===== config.mk =====
export PLATFORM = sky130hd
export DESIGN_NAME = hrke_out_stage
export DESIGN_NICKNAME = d
export VERILOG_FILES = /design/src/rtl/hrke_pkg.sv /design/src/rtl/hrke_out_stage.sv
export SDC_FILE = /design/constraint.sdc
export NUM_CORES = 1
export LEC_CHECK = 0
export ABC_AREA = 1
export BUFFER_PORTS_ARGS = -buffer_cell sky130_fd_sc_hd__buf_2
export CELL_PAD_IN_SITES_DETAIL_PLACEMENT = 2
export CELL_PAD_IN_SITES_GLOBAL_PLACEMENT = 2
export CORE_MARGIN = 2
export CORE_UTILIZATION = 30
export CTS_CLUSTER_DIAMETER = 30
export CTS_CLUSTER_SIZE = 30
export DETAILED_ROUTE_END_ITERATION = 7
export PLACE_DENSITY_LB_ADDON = 0.1
export SYNTH_ARGS = -nofsm -noshare
export SYNTH_HDL_FRONTEND = slang
export SYNTH_SLANG_ARGS = --single-unit

===== constraint.sdc =====
create_clock -name clock -period 1.6 [get_ports clock]
set_input_delay 0.32 -clock clock [delete_from_list [all_inputs] [get_ports clock]]
set_output_delay 0.32 -clock clock [all_outputs]
set_load 0.005 [all_outputs]

===== src/rtl/hrke_pkg.sv =====
`timescale 1ns / 1ps

package hrke_pkg;

   localparam int SLOT_COUNT  = 6;
   localparam int MOD_BITS    = 8;
   localparam int MAP_DEPTH   = 264;
   localparam int MOD_BASE    = 256;
   localparam int COUNT_DEPTH = 256;
   localparam logic [7:0] COUNT_MAX = 8'hFF;

   // sequencer steps: modifiers, then releases, then presses
   localparam logic [4:0] REL_FIRST   = 5'd8;
   localparam logic [4:0] PRESS_FIRST = 5'd14;
   localparam logic [4:0] STEP_LAST   = 5'd19;

   localparam logic [1:0] CMD_REPORT    = 2'd0;
   localparam logic [1:0] CMD_MAP_WRITE = 2'd1;
   localparam logic [1:0] CMD_RECONNECT = 2'd2;

   typedef logic [SLOT_COUNT-1:0][7:0] key_set_type;

   typedef struct packed {
      logic [1:0] command;
      logic [7:0] modifier_bits;
      logic [7:0] key_slot_0;
      logic [7:0] key_slot_1;
      logic [7:0] key_slot_2;
      logic [7:0] key_slot_3;
      logic [7:0] key_slot_4;
      logic [7:0] key_slot_5;
      logic [8:0] map_index;
      logic [7:0] map_code;
   } req_type;

   typedef struct packed {
      logic       pressed;
      logic [7:0] key_code;
      logic       last;
   } rsp_type;

   typedef struct packed {
      logic       pressed;
      logic [7:0] key_code;
   } event_type;

   typedef struct packed {
      logic      push;
      logic      flush;
      event_type evt;
   } evq_ctl_type;

   function automatic logic holds_usage(input key_set_type set, input logic [7:0] usage);
      logic hit;
      hit = 1'b0;
      for (int i = 0; i < SLOT_COUNT; i++) begin
         if (set[i] == usage) begin
            hit = 1'b1;
         end
      end
      return hit;
   endfunction

endpackage


===== src/rtl/hrke_out_stage.sv =====
`timescale 1ns / 1ps

// holds one event back so the final event of a report can be tagged last
module hrke_out_stage import hrke_pkg::*; (
   input  logic        clock,
   input  logic        reset,
   input  evq_ctl_type ctl,
   output logic        room,
   output logic        rsp_valid,
   input  logic        rsp_stall,
   output rsp_type     rsp_payload
);

   logic      pend_v_ff, pend_v_in;
   event_type pend_ff, pend_in;
   logic      rsp_valid_ff, rsp_valid_in;
   rsp_type   rsp_ff, rsp_in;
   logic      out_free;
   logic      load_out;

   assign out_free = !rsp_valid_ff || !rsp_stall;
   assign room     = !pend_v_ff || out_free;
   assign load_out = room && pend_v_ff && (ctl.push || ctl.flush);

   always_comb begin
      pend_v_in    = pend_v_ff;
      pend_in      = pend_ff;
      rsp_in       = rsp_ff;
      rsp_valid_in = rsp_valid_ff && rsp_stall;
      if (load_out) begin
         rsp_valid_in     = 1'b1;
         rsp_in.pressed   = pend_ff.pressed;
         rsp_in.key_code  = pend_ff.key_code;
         rsp_in.last      = ctl.flush;
      end
      if (ctl.push && room) begin
         pend_v_in = 1'b1;
         pend_in   = ctl.evt;
      end else if (ctl.flush && room) begin
         pend_v_in = 1'b0;
      end
   end

   always_ff @(posedge clock) begin
      if (reset) begin
         pend_v_ff    <= 1'b0;
         rsp_valid_ff <= 1'b0;
      end else begin
         pend_v_ff    <= pend_v_in;
         rsp_valid_ff <= rsp_valid_in;
      end
      pend_ff <= pend_in;
      rsp_ff  <= rsp_in;
   end

   assign rsp_valid   = rsp_valid_ff;
   assign rsp_payload = rsp_ff;

endmodule


==> summary.txt, run 1 <==
Status
  – Status: complete, no violations

Worst setup path
  – CP peak stage delay: 0.36 ns
  – Flop2flop setup slack: 0.42 ns
  – Crit path kind: flip-flop to primary output
  – Worst path required time: 1.28 ns
  – CP startpoint kind: flip-flop
  – CP Cell Sequence: nand2_1, nor2_1, inv_1, buf_2
  – Slowest cell on the critical path: dfxtp_1
  – Delay-heaviest family, CP: flip-flops
  – Worst path bufs/invs: 2
  – Critical path arrival: 1.05 ns
  – Maximum fanout along the worst path: 3
  – CP Capture Type: primary output

Clocking
  – Setup bufs post-CTS: 0
  – Clk pin slew, worst setup/hold paths: 0.11 ns
  – CTS tree: yes
  – CTS Buf Count: 3
  – Clock Tree Buf Depth: 2
  – Clock Latency Late Sink: 0.29 ns
  – Clock H-tree levels: 1
  – Clk sinks: 21
  – Root Driver: clkbuf_4
  – Hold Buf Count CTS: 0
  – CTS resizes: 0

Worst hold path
  – Hold WC Path Type: input port to flip-flop

Routing
  – Final ANT Viol Nets: 0
  – First drt pass iteration count: 3
  – Vias/cell: 4.14
  – Avg WL per Cell: 11.6 um
  – Drt total wl: 1.09 mm
  – Via Count: 389
  – DR iter-0 viols: 2
  – Drt drc: 0

Layout
  – Nets: 81
  – Commonest non-fill, non-tap cells in the layout: buf_2, edfxtp_1, inv_1
  – # fillers: 252
  – Fin cells: 94
  – Most common cell after layout, fill and taps aside: buf_2
  – Antenna diode count: 0
  – Layout area overhead: 28.9%
  – Layout cells sized above 1: 43.9%

Job
  – Max Cap Viol: 0

Die
  – Initial Util: 30.9%
  – # IOs: 26
  – Die Y-Extent: 51.3 um
  – Die Width: 51.3 um
  – Core footprint: 2170 um2
  – FP Rows: 17
  – Total die area: 2630 um2

Logic synthesis
  – Register area share after synthesis: 91.0%
  – Synth warn: 0
  – Synth cell types: 7
  – Avg Cell Area, Syn: 18.6 um2
  – Cells after Synth: 36
  – Dominant cell type by area after synthesis: edfxtp_1
  – Yosys top cell area share: 85.1%
  – Synth Net Count: 50
  – Largest cells by area after synthesis: edfxtp_1, dfxtp_1, inv_1
  – Seq cells post-synth: 21
  – Mapped cell area: 671 um2

Global routing
  – First-pass GRT wire length: 1.70 mm
  – Number of global-route vias before repair: 426
  – Total grt overflow: 0
  – Tot GR Track Use: 9.19%
  – Largest net degree at the start of global routing: 12
  – Antenna violations before repair: 0

STA
  – Fin. Hold Viols: 0
  – Clock skew: 0.00550 ns
  – Max_slew headroom: 76.6%
  – Count of final setup violators: 0
  – Fmax: 730 MHz
  – Setup TNS: 0 ns
  – Pins over their slew limit: 0
  – Period utilization: 85.6%
  – Min Tclk post-route: 1.37 ns
  – Slew @ Worst Pin: 0.351 ns
  – RSZ-0062 raised after global routing: no

Place
  – Routability cong.: 0.661
  – PortBufs: 25
  – HPWL Detailed: 862 um
  – Placed cells: 90

Power and ir drop
  – Peak VDD IR: 0.498 mV
  – Static leakage: 0.355 nW
  – P per Cell Area: 1080 nW/um2
worst paths after layout:
path | to | cells after the start | from
worst min register to register | rsp_payload[5] | 0 | pend_ff[4]
worst min-delay path | rsp_valid | 2 | reset
worst max-delay path | room | 4 | rsp_valid
worst max register to register | pend_ff[4] | 5 | rsp_valid
cell type report:
cell class	instances	area, um2	area share (%)
clock buffer	4	26.3	3.04
inverter	5	18.8	2.17
multi-input combinational	10	41.3	4.78
sequential	21	611	70.6
tap	28	35.0	4.05
timing repair buffer	26	133	15.3
through the flow:
| stage | cell area, um2 | util (%) | hold WS (ns) | power [mW] | setup slack [ns] |
|---|---|---|---|---|---|
| floorplan | 671 | - | 0.389 | 0.668 | 0.249 |
| global placement | 838 | 38.6 | 0.405 | 0.706 | 0.361 |
| detailed placement | 838 | 38.6 | 0.409 | 0.709 | 0.292 |
| CTS | 865 | 39.9 | 0.176 | 0.952 | 0.187 |
| global route | 865 | 39.9 | 0.178 | 0.981 | 0.0859 |
| finish | 865 | 39.9 | 0.189 | 0.930 | 0.231 |
sequential cells by signal, indices dropped and copies added, names as in the netlist:
register,flops
pend_v_ff,1
rsp_valid,1
rsp_payload,10
pend_ff,9
cell usage after synthesis:
master / instances
edfxtp_1: 19
nor2_1: 3
inv_1: 5
dfxtp_1: 2
a21oi_1: 2
nand2_1: 4
o21ai_0: 1
worst register-to-register path: stages (launching register included):
cell and delay, ns:
dfxtp_1 0.33, nand2_1 0.08, nor2_1 0.06, inv_1 0.07
nand2_1 0.05, inv_1 0.27
per-layer routing:
layer | share of wire [%] | vias up | wire [um] | GRT usage [%]
met5 | 0 | - | 0 | 0
met4 | 0 | 0 | 0 | 2.63
met3 | 5.2 | 0 | 57 | 2.63
met2 | 59 | 13 | 642 | 18.8
met1 | 36 | 191 | 389 | 8.56
li1 | - | 185 | - | -
power breakdown:
group / total (mW) / switching (mW) / internal (mW)
Sequential: 0.639 / 0.00778 / 0.631
Combinational: 0.0541 / 0.0287 / 0.0254
Clock: 0.237 / 0.140 / 0.0967
Total: 0.930 / 0.176 / 0.753
logic make-up (layout without fill, tap and decap cells):
kind of cell,Yosys count,count (layout),share of synthesized area [%]
AND/OR/NAND/NOR,7,7,3.92
AO/OA/AOI/OAI,3,3,2.24
buffers and inverters,5,35,2.80
flip-flops,21,21,91.0
No activity file was read; power rests on OpenSTA's default activity.
==> run 2, diff against run 1 <==
--- a/config.mk
+++ b/config.mk
@@ -7,9 +7,10 @@
 export LEC_CHECK = 0
 export ABC_AREA = 1
 export BUFFER_PORTS_ARGS = -buffer_cell sky130_fd_sc_hd__buf_2
+export CAP_MARGIN = 10
 export CELL_PAD_IN_SITES_DETAIL_PLACEMENT = 2
 export CELL_PAD_IN_SITES_GLOBAL_PLACEMENT = 2
-export CORE_MARGIN = 2
+export CORE_MARGIN = 4
 export CORE_UTILIZATION = 30
 export CTS_CLUSTER_DIAMETER = 30
 export CTS_CLUSTER_SIZE = 30
@@ -18,3 +19,4 @@
 export SYNTH_ARGS = -nofsm -noshare
 export SYNTH_HDL_FRONTEND = slang
 export SYNTH_SLANG_ARGS = --single-unit
+export TNS_END_PERCENT = 20
==> run 2 against run 1 <==
Net effect:
- fmax shrank 0.55%
- hold slack lost 0.0023 ns
- clock skew shrank 0.0038 ns
==> summary.txt, run 2 (synthesis results as in run 1) <==
Layout
  – Antenna diode count: 0
  – Layout cells sized above 1: 43.9%
  – Max FFs per register: 10
  – Multi-input logic area: 41.3 um2
  – # fillers: 228
  – Final instance area: 863 um2
  – Commonest non-fill, non-tap cells in the layout: buf_2, edfxtp_1, inv_1
  – Most common cell after layout, fill and taps aside: buf_2
  – Layout area overhead: 28.7%
  – Nets: 81
  – Sequential cell area: 611 um2

Power and ir drop
  – P per Cell Area: 1080 nW/um2
  – Static leakage: 0.355 nW
  – Peak VDD IR: 0.453 mV

Clocking
  – CTS tree: yes
  – Hold Buf Count CTS: 0
  – Root Driver: clkbuf_4
  – CTS Buf Count: 3
  – CTS resizes: 0
  – Clk sinks: 21
  – Clock Latency Late Sink: 0.29 ns
  – Clock Tree Buf Depth: 2
  – Clock H-tree levels: 1
  – Setup bufs post-CTS: 0
  – Clk pin slew, worst setup/hold paths: 0.10 ns

STA
  – Min Tclk post-route: 1.38 ns
  – Pins over their slew limit: 0
  – Count of final setup violators: 0
  – Worst Slack Setup Final: 0.223 ns
  – Max_slew headroom: 77.7%
  – Worst hold slack: 0.186 ns
  – Slew @ Worst Pin: 0.335 ns
  – Clock skew: 0.00171 ns
  – Fmax: 726 MHz
  – RSZ-0062 raised after global routing: no
  – Setup TNS: 0 ns
  – Fin. Hold Viols: 0
  – Period utilization: 86.0%

Worst setup path
  – Crit path kind: flip-flop to primary output
  – CP startpoint kind: flip-flop
  – CP Capture Type: primary output
  – Worst path required time: 1.28 ns
  – Worst path bufs/invs: 2
  – CP Cell Sequence: nand2_1, nor2_1, inv_1, buf_2
  – Maximum fanout along the worst path: 3
  – Delay-heaviest family, CP: flip-flops
  – CP peak stage delay: 0.36 ns
  – Flop2flop setup slack: 0.42 ns
  – Slowest cell on the critical path: dfxtp_1
  – Critical path arrival: 1.06 ns

Routing
  – Drt total wl: 1.16 mm
  – Via Count: 389
  – Vias/cell: 4.18
  – DR iter-0 viols: 0
  – Drt drc: 0
  – First drt pass iteration count: 1
  – Avg WL per Cell: 12.4 um
  – Final ANT Viol Nets: 0

Place
  – Routability cong.: 0.696
  – Placed cell areas: 837 um2
  – Pre-CTS setup slack: 0.305 ns
  – PortBufs: 25
  – HPWL Detailed: 921 um

Die
  – # IOs: 26
  – Die Y-Extent: 55.3 um
  – FP Rows: 16
  – Initial Util: 32.8%
  – Core footprint: 2040 um2
  – Total die area: 3060 um2
  – Die Width: 55.3 um

Job
  – Max Cap Viol: 0

Status
  – Status: complete, no violations

Global routing
  – Number of global-route vias before repair: 428
  – Total grt overflow: 0
  – Tot GR Track Use: 8.19%
  – First-pass GRT wire length: 1.89 mm
  – Antenna violations before repair: 0
  – Largest net degree at the start of global routing: 12

Worst hold path
  – Hold WC Path Type: input port to flip-flop
## run 2: cell counts in the layout (fill, tap and decap cells not counted)
No cell type changed its count.
## run 2: final timing paths
path | depth (start not counted) | to | startpoint
setup / recovery | 4 | room | rsp_valid
hold / removal | 2 | rsp_valid | reset
setup reg to reg | 5 | pend_ff[1] | rsp_valid
hold reg to reg | 0 | rsp_payload[4] | pend_ff[3]
## run 2: metal layers
metal | routed length, um | share of wire [%] | GRT usage, % | up-vias
li1 | - | - | - | 187
met1 | 433 | 37 | 8.17 | 186
met2 | 632 | 55 | 14.4 | 16
met3 | 90 | 7.8 | 2.80 | 0
met4 | 0 | 0 | 5.21 | 0
met5 | 0 | 0 | 0 | -
## run 2: metrics by stage
stage / utilization, % / power [mW] / cells
floorplan: - / 0.668 / 36
global placement: 41.0 / 0.706 / 89
detailed placement: 41.0 / 0.710 / 89
CTS: 42.3 / 0.949 / 93
global route: 42.3 / 0.980 / 93
finish: 42.3 / 0.933 / 93
## run 2: area by class of cell
cell class                      count  area share, %
Sequential cell                    21           70.7
Timing Repair Buffer               26           15.4
Multi-Input combinational cell     10           4.78
Tap cell                           27           3.91
Clock buffer                        4           3.04
Inverter                            5           2.17
## run 2: power by group
| part | internal (mW) | leakage [nW] | switching, mW |
|---|---|---|---|
| Sequential | 0.631 | 0.198 | 0.00753 |
| Combinational | 0.0255 | 0.143 | 0.0301 |
| Clock | 0.0968 | 0.0150 | 0.142 |
==> run 3, diff against run 2 <==
--- a/config.mk
+++ b/config.mk
@@ -15,6 +15,7 @@
 export CTS_CLUSTER_DIAMETER = 30
 export CTS_CLUSTER_SIZE = 30
 export DETAILED_ROUTE_END_ITERATION = 7
+export MAX_ROUTING_LAYER = met4
 export PLACE_DENSITY_LB_ADDON = 0.1
 export SYNTH_ARGS = -nofsm -noshare
 export SYNTH_HDL_FRONTEND = slang
==> run 3 against run 2 <==
Net effect:
- utilization stayed put
- clock power about the same
- via count is the same
- total power barely moved
- global-route usage is 0.23 points higher
- largest cell class unchanged
- critical endpoint unchanged
- sequential share of layout area is the same
- final cell count unchanged
- sequential power is essentially flat
==> summary.txt, run 3 (synthesis results as in run 1) <==
Routing
  – Drt drc: 0
  – Drt total wl: 1.16 mm
  – Via Count: 389
  – First drt pass iteration count: 1
  – Avg WL per Cell: 12.4 um
  – Vias/cell: 4.18
  – Final ANT Viol Nets: 0
  – DR iter-0 viols: 0

STA
  – Clock skew: 0.00175 ns
  – RSZ-0062 raised after global routing: no
  – Max_slew headroom: 77.7%
  – Period utilization: 86.1%
  – Fmax: 726 MHz
  – Setup TNS: 0 ns
  – Count of final setup violators: 0
  – Slew @ Worst Pin: 0.335 ns
  – Pins over their slew limit: 0
  – Min Tclk post-route: 1.38 ns
  – Fin. Hold Viols: 0

Clocking
  – Clk sinks: 21
  – CTS resizes: 0
  – Clock Tree Buf Depth: 2
  – Setup bufs post-CTS: 0
  – CTS Buf Count: 3
  – Clk pin slew, worst setup/hold paths: 0.10 ns
  – Hold Buf Count CTS: 0
  – Clock Latency Late Sink: 0.29 ns
  – CTS tree: yes
  – Clock H-tree levels: 1
  – Root Driver: clkbuf_4

Power and ir drop
  – Static leakage: 0.355 nW
  – Tot Pwr: 933 uW
  – Logic pwr share: 6.0%
  – Flop pwr share: 68.5%
  – Peak VDD IR: 0.453 mV
  – Sw frac: 19.2%
  – P_sw: 179 uW
  – P per Cell Area: 1080 nW/um2
  – Clock Power Share: 25.6%
  – Pint: 754 uW

Layout
  – Layout cells sized above 1: 43.9%
  – Fin cells: 93
  – Max FFs per register: 10
  – Nets: 81
  – Layout area overhead: 28.7%
  – Layout Utilization: 42.3%
  – Commonest non-fill, non-tap cells in the layout: buf_2, edfxtp_1, inv_1
  – Most common cell after layout, fill and taps aside: buf_2
  – Antenna diode count: 0

Die
  – Total die area: 3060 um2
  – Die Width: 55.3 um
  – Core footprint: 2040 um2
  – FP Rows: 16
  – Die Y-Extent: 55.3 um
  – Initial Util: 32.8%
  – # IOs: 26

Global routing
  – Number of global-route vias before repair: 428
  – Antenna violations before repair: 0
  – Tot GR Track Use: 8.43%
  – First-pass GRT wire length: 1.89 mm
  – Total grt overflow: 0
  – Largest net degree at the start of global routing: 12

Place
  – HPWL Detailed: 921 um
  – Placed cells: 89
  – Routability cong.: 0.704
  – PortBufs: 25

Worst setup path
  – Critical path arrival: 1.06 ns
  – Crit path kind: flip-flop to primary output
  – CP Capture Type: primary output
  – CP startpoint kind: flip-flop
  – Maximum fanout along the worst path: 3
  – Worst path required time: 1.28 ns

Job
  – Max Cap Viol: 0

Worst hold path
  – Hold WC Path Type: input port to flip-flop

Status
  – Status: complete, no violations
==> run 3: final cells by class <==
type,count,area (um2)
Sequential cell,21,611
Fill cell,228,1180
Multi-Input combinational cell,10,41.3
Tap cell,27,33.8
Clock buffer,4,26.3
Inverter,5,18.8
Timing Repair Buffer,26,133
==> run 3: critical path: stages (launching register included) <==
cell and delay, ns:
dfxtp_1 0.36, nand2_1 0.08, nor2_1 0.12, inv_1 0.07
buf_2 0.13
==> run 3: metal layers <==
metal  up-vias  routed length [um]  GRT usage [%]  part of all wire, %
met2        16                 632           14.4                   55
met3         0                  70           2.10                  6.1
li1        187                   -              -                    -
met1       186                 452           8.62                   39
met4         0                   0           5.21                    0
met5         -                   0              -                    0
==> run 3: power by group through the flow <==
stage	Sequential [mW]	Clock [mW]	Combinational (mW)
after global routing	0.642	0.276	0.0621
after floorplan	0.653	0	0.0158
after detailed placement	0.652	0	0.0575
after CTS	0.640	0.252	0.0573
final	0.639	0.238	0.0555
after global placement	0.650	0	0.0560
==> run 3: path summary, 6_finish.rpt <==
check / startpoint / to / slack, ns / depth (start not counted)
worst max-delay path: rsp_valid / room / 0.22 / 4
worst min-delay path: reset / rsp_valid / 0.19 / 2
worst max register to register: rsp_valid / pend_ff[1] / 0.42 / 5
worst min register to register: pend_ff[3] / rsp_payload[4] / 0.43 / 0
==> run 3: metrics by stage <==
stage               cell area [um2]  worst slack (ns)  hold slack [ns]
detailed placement              837             0.305            0.405
global route                    863            0.0814            0.166
global placement                837             0.354            0.401
finish                          863             0.223            0.185
CTS                             863             0.200            0.173
floorplan                       671             0.249            0.389
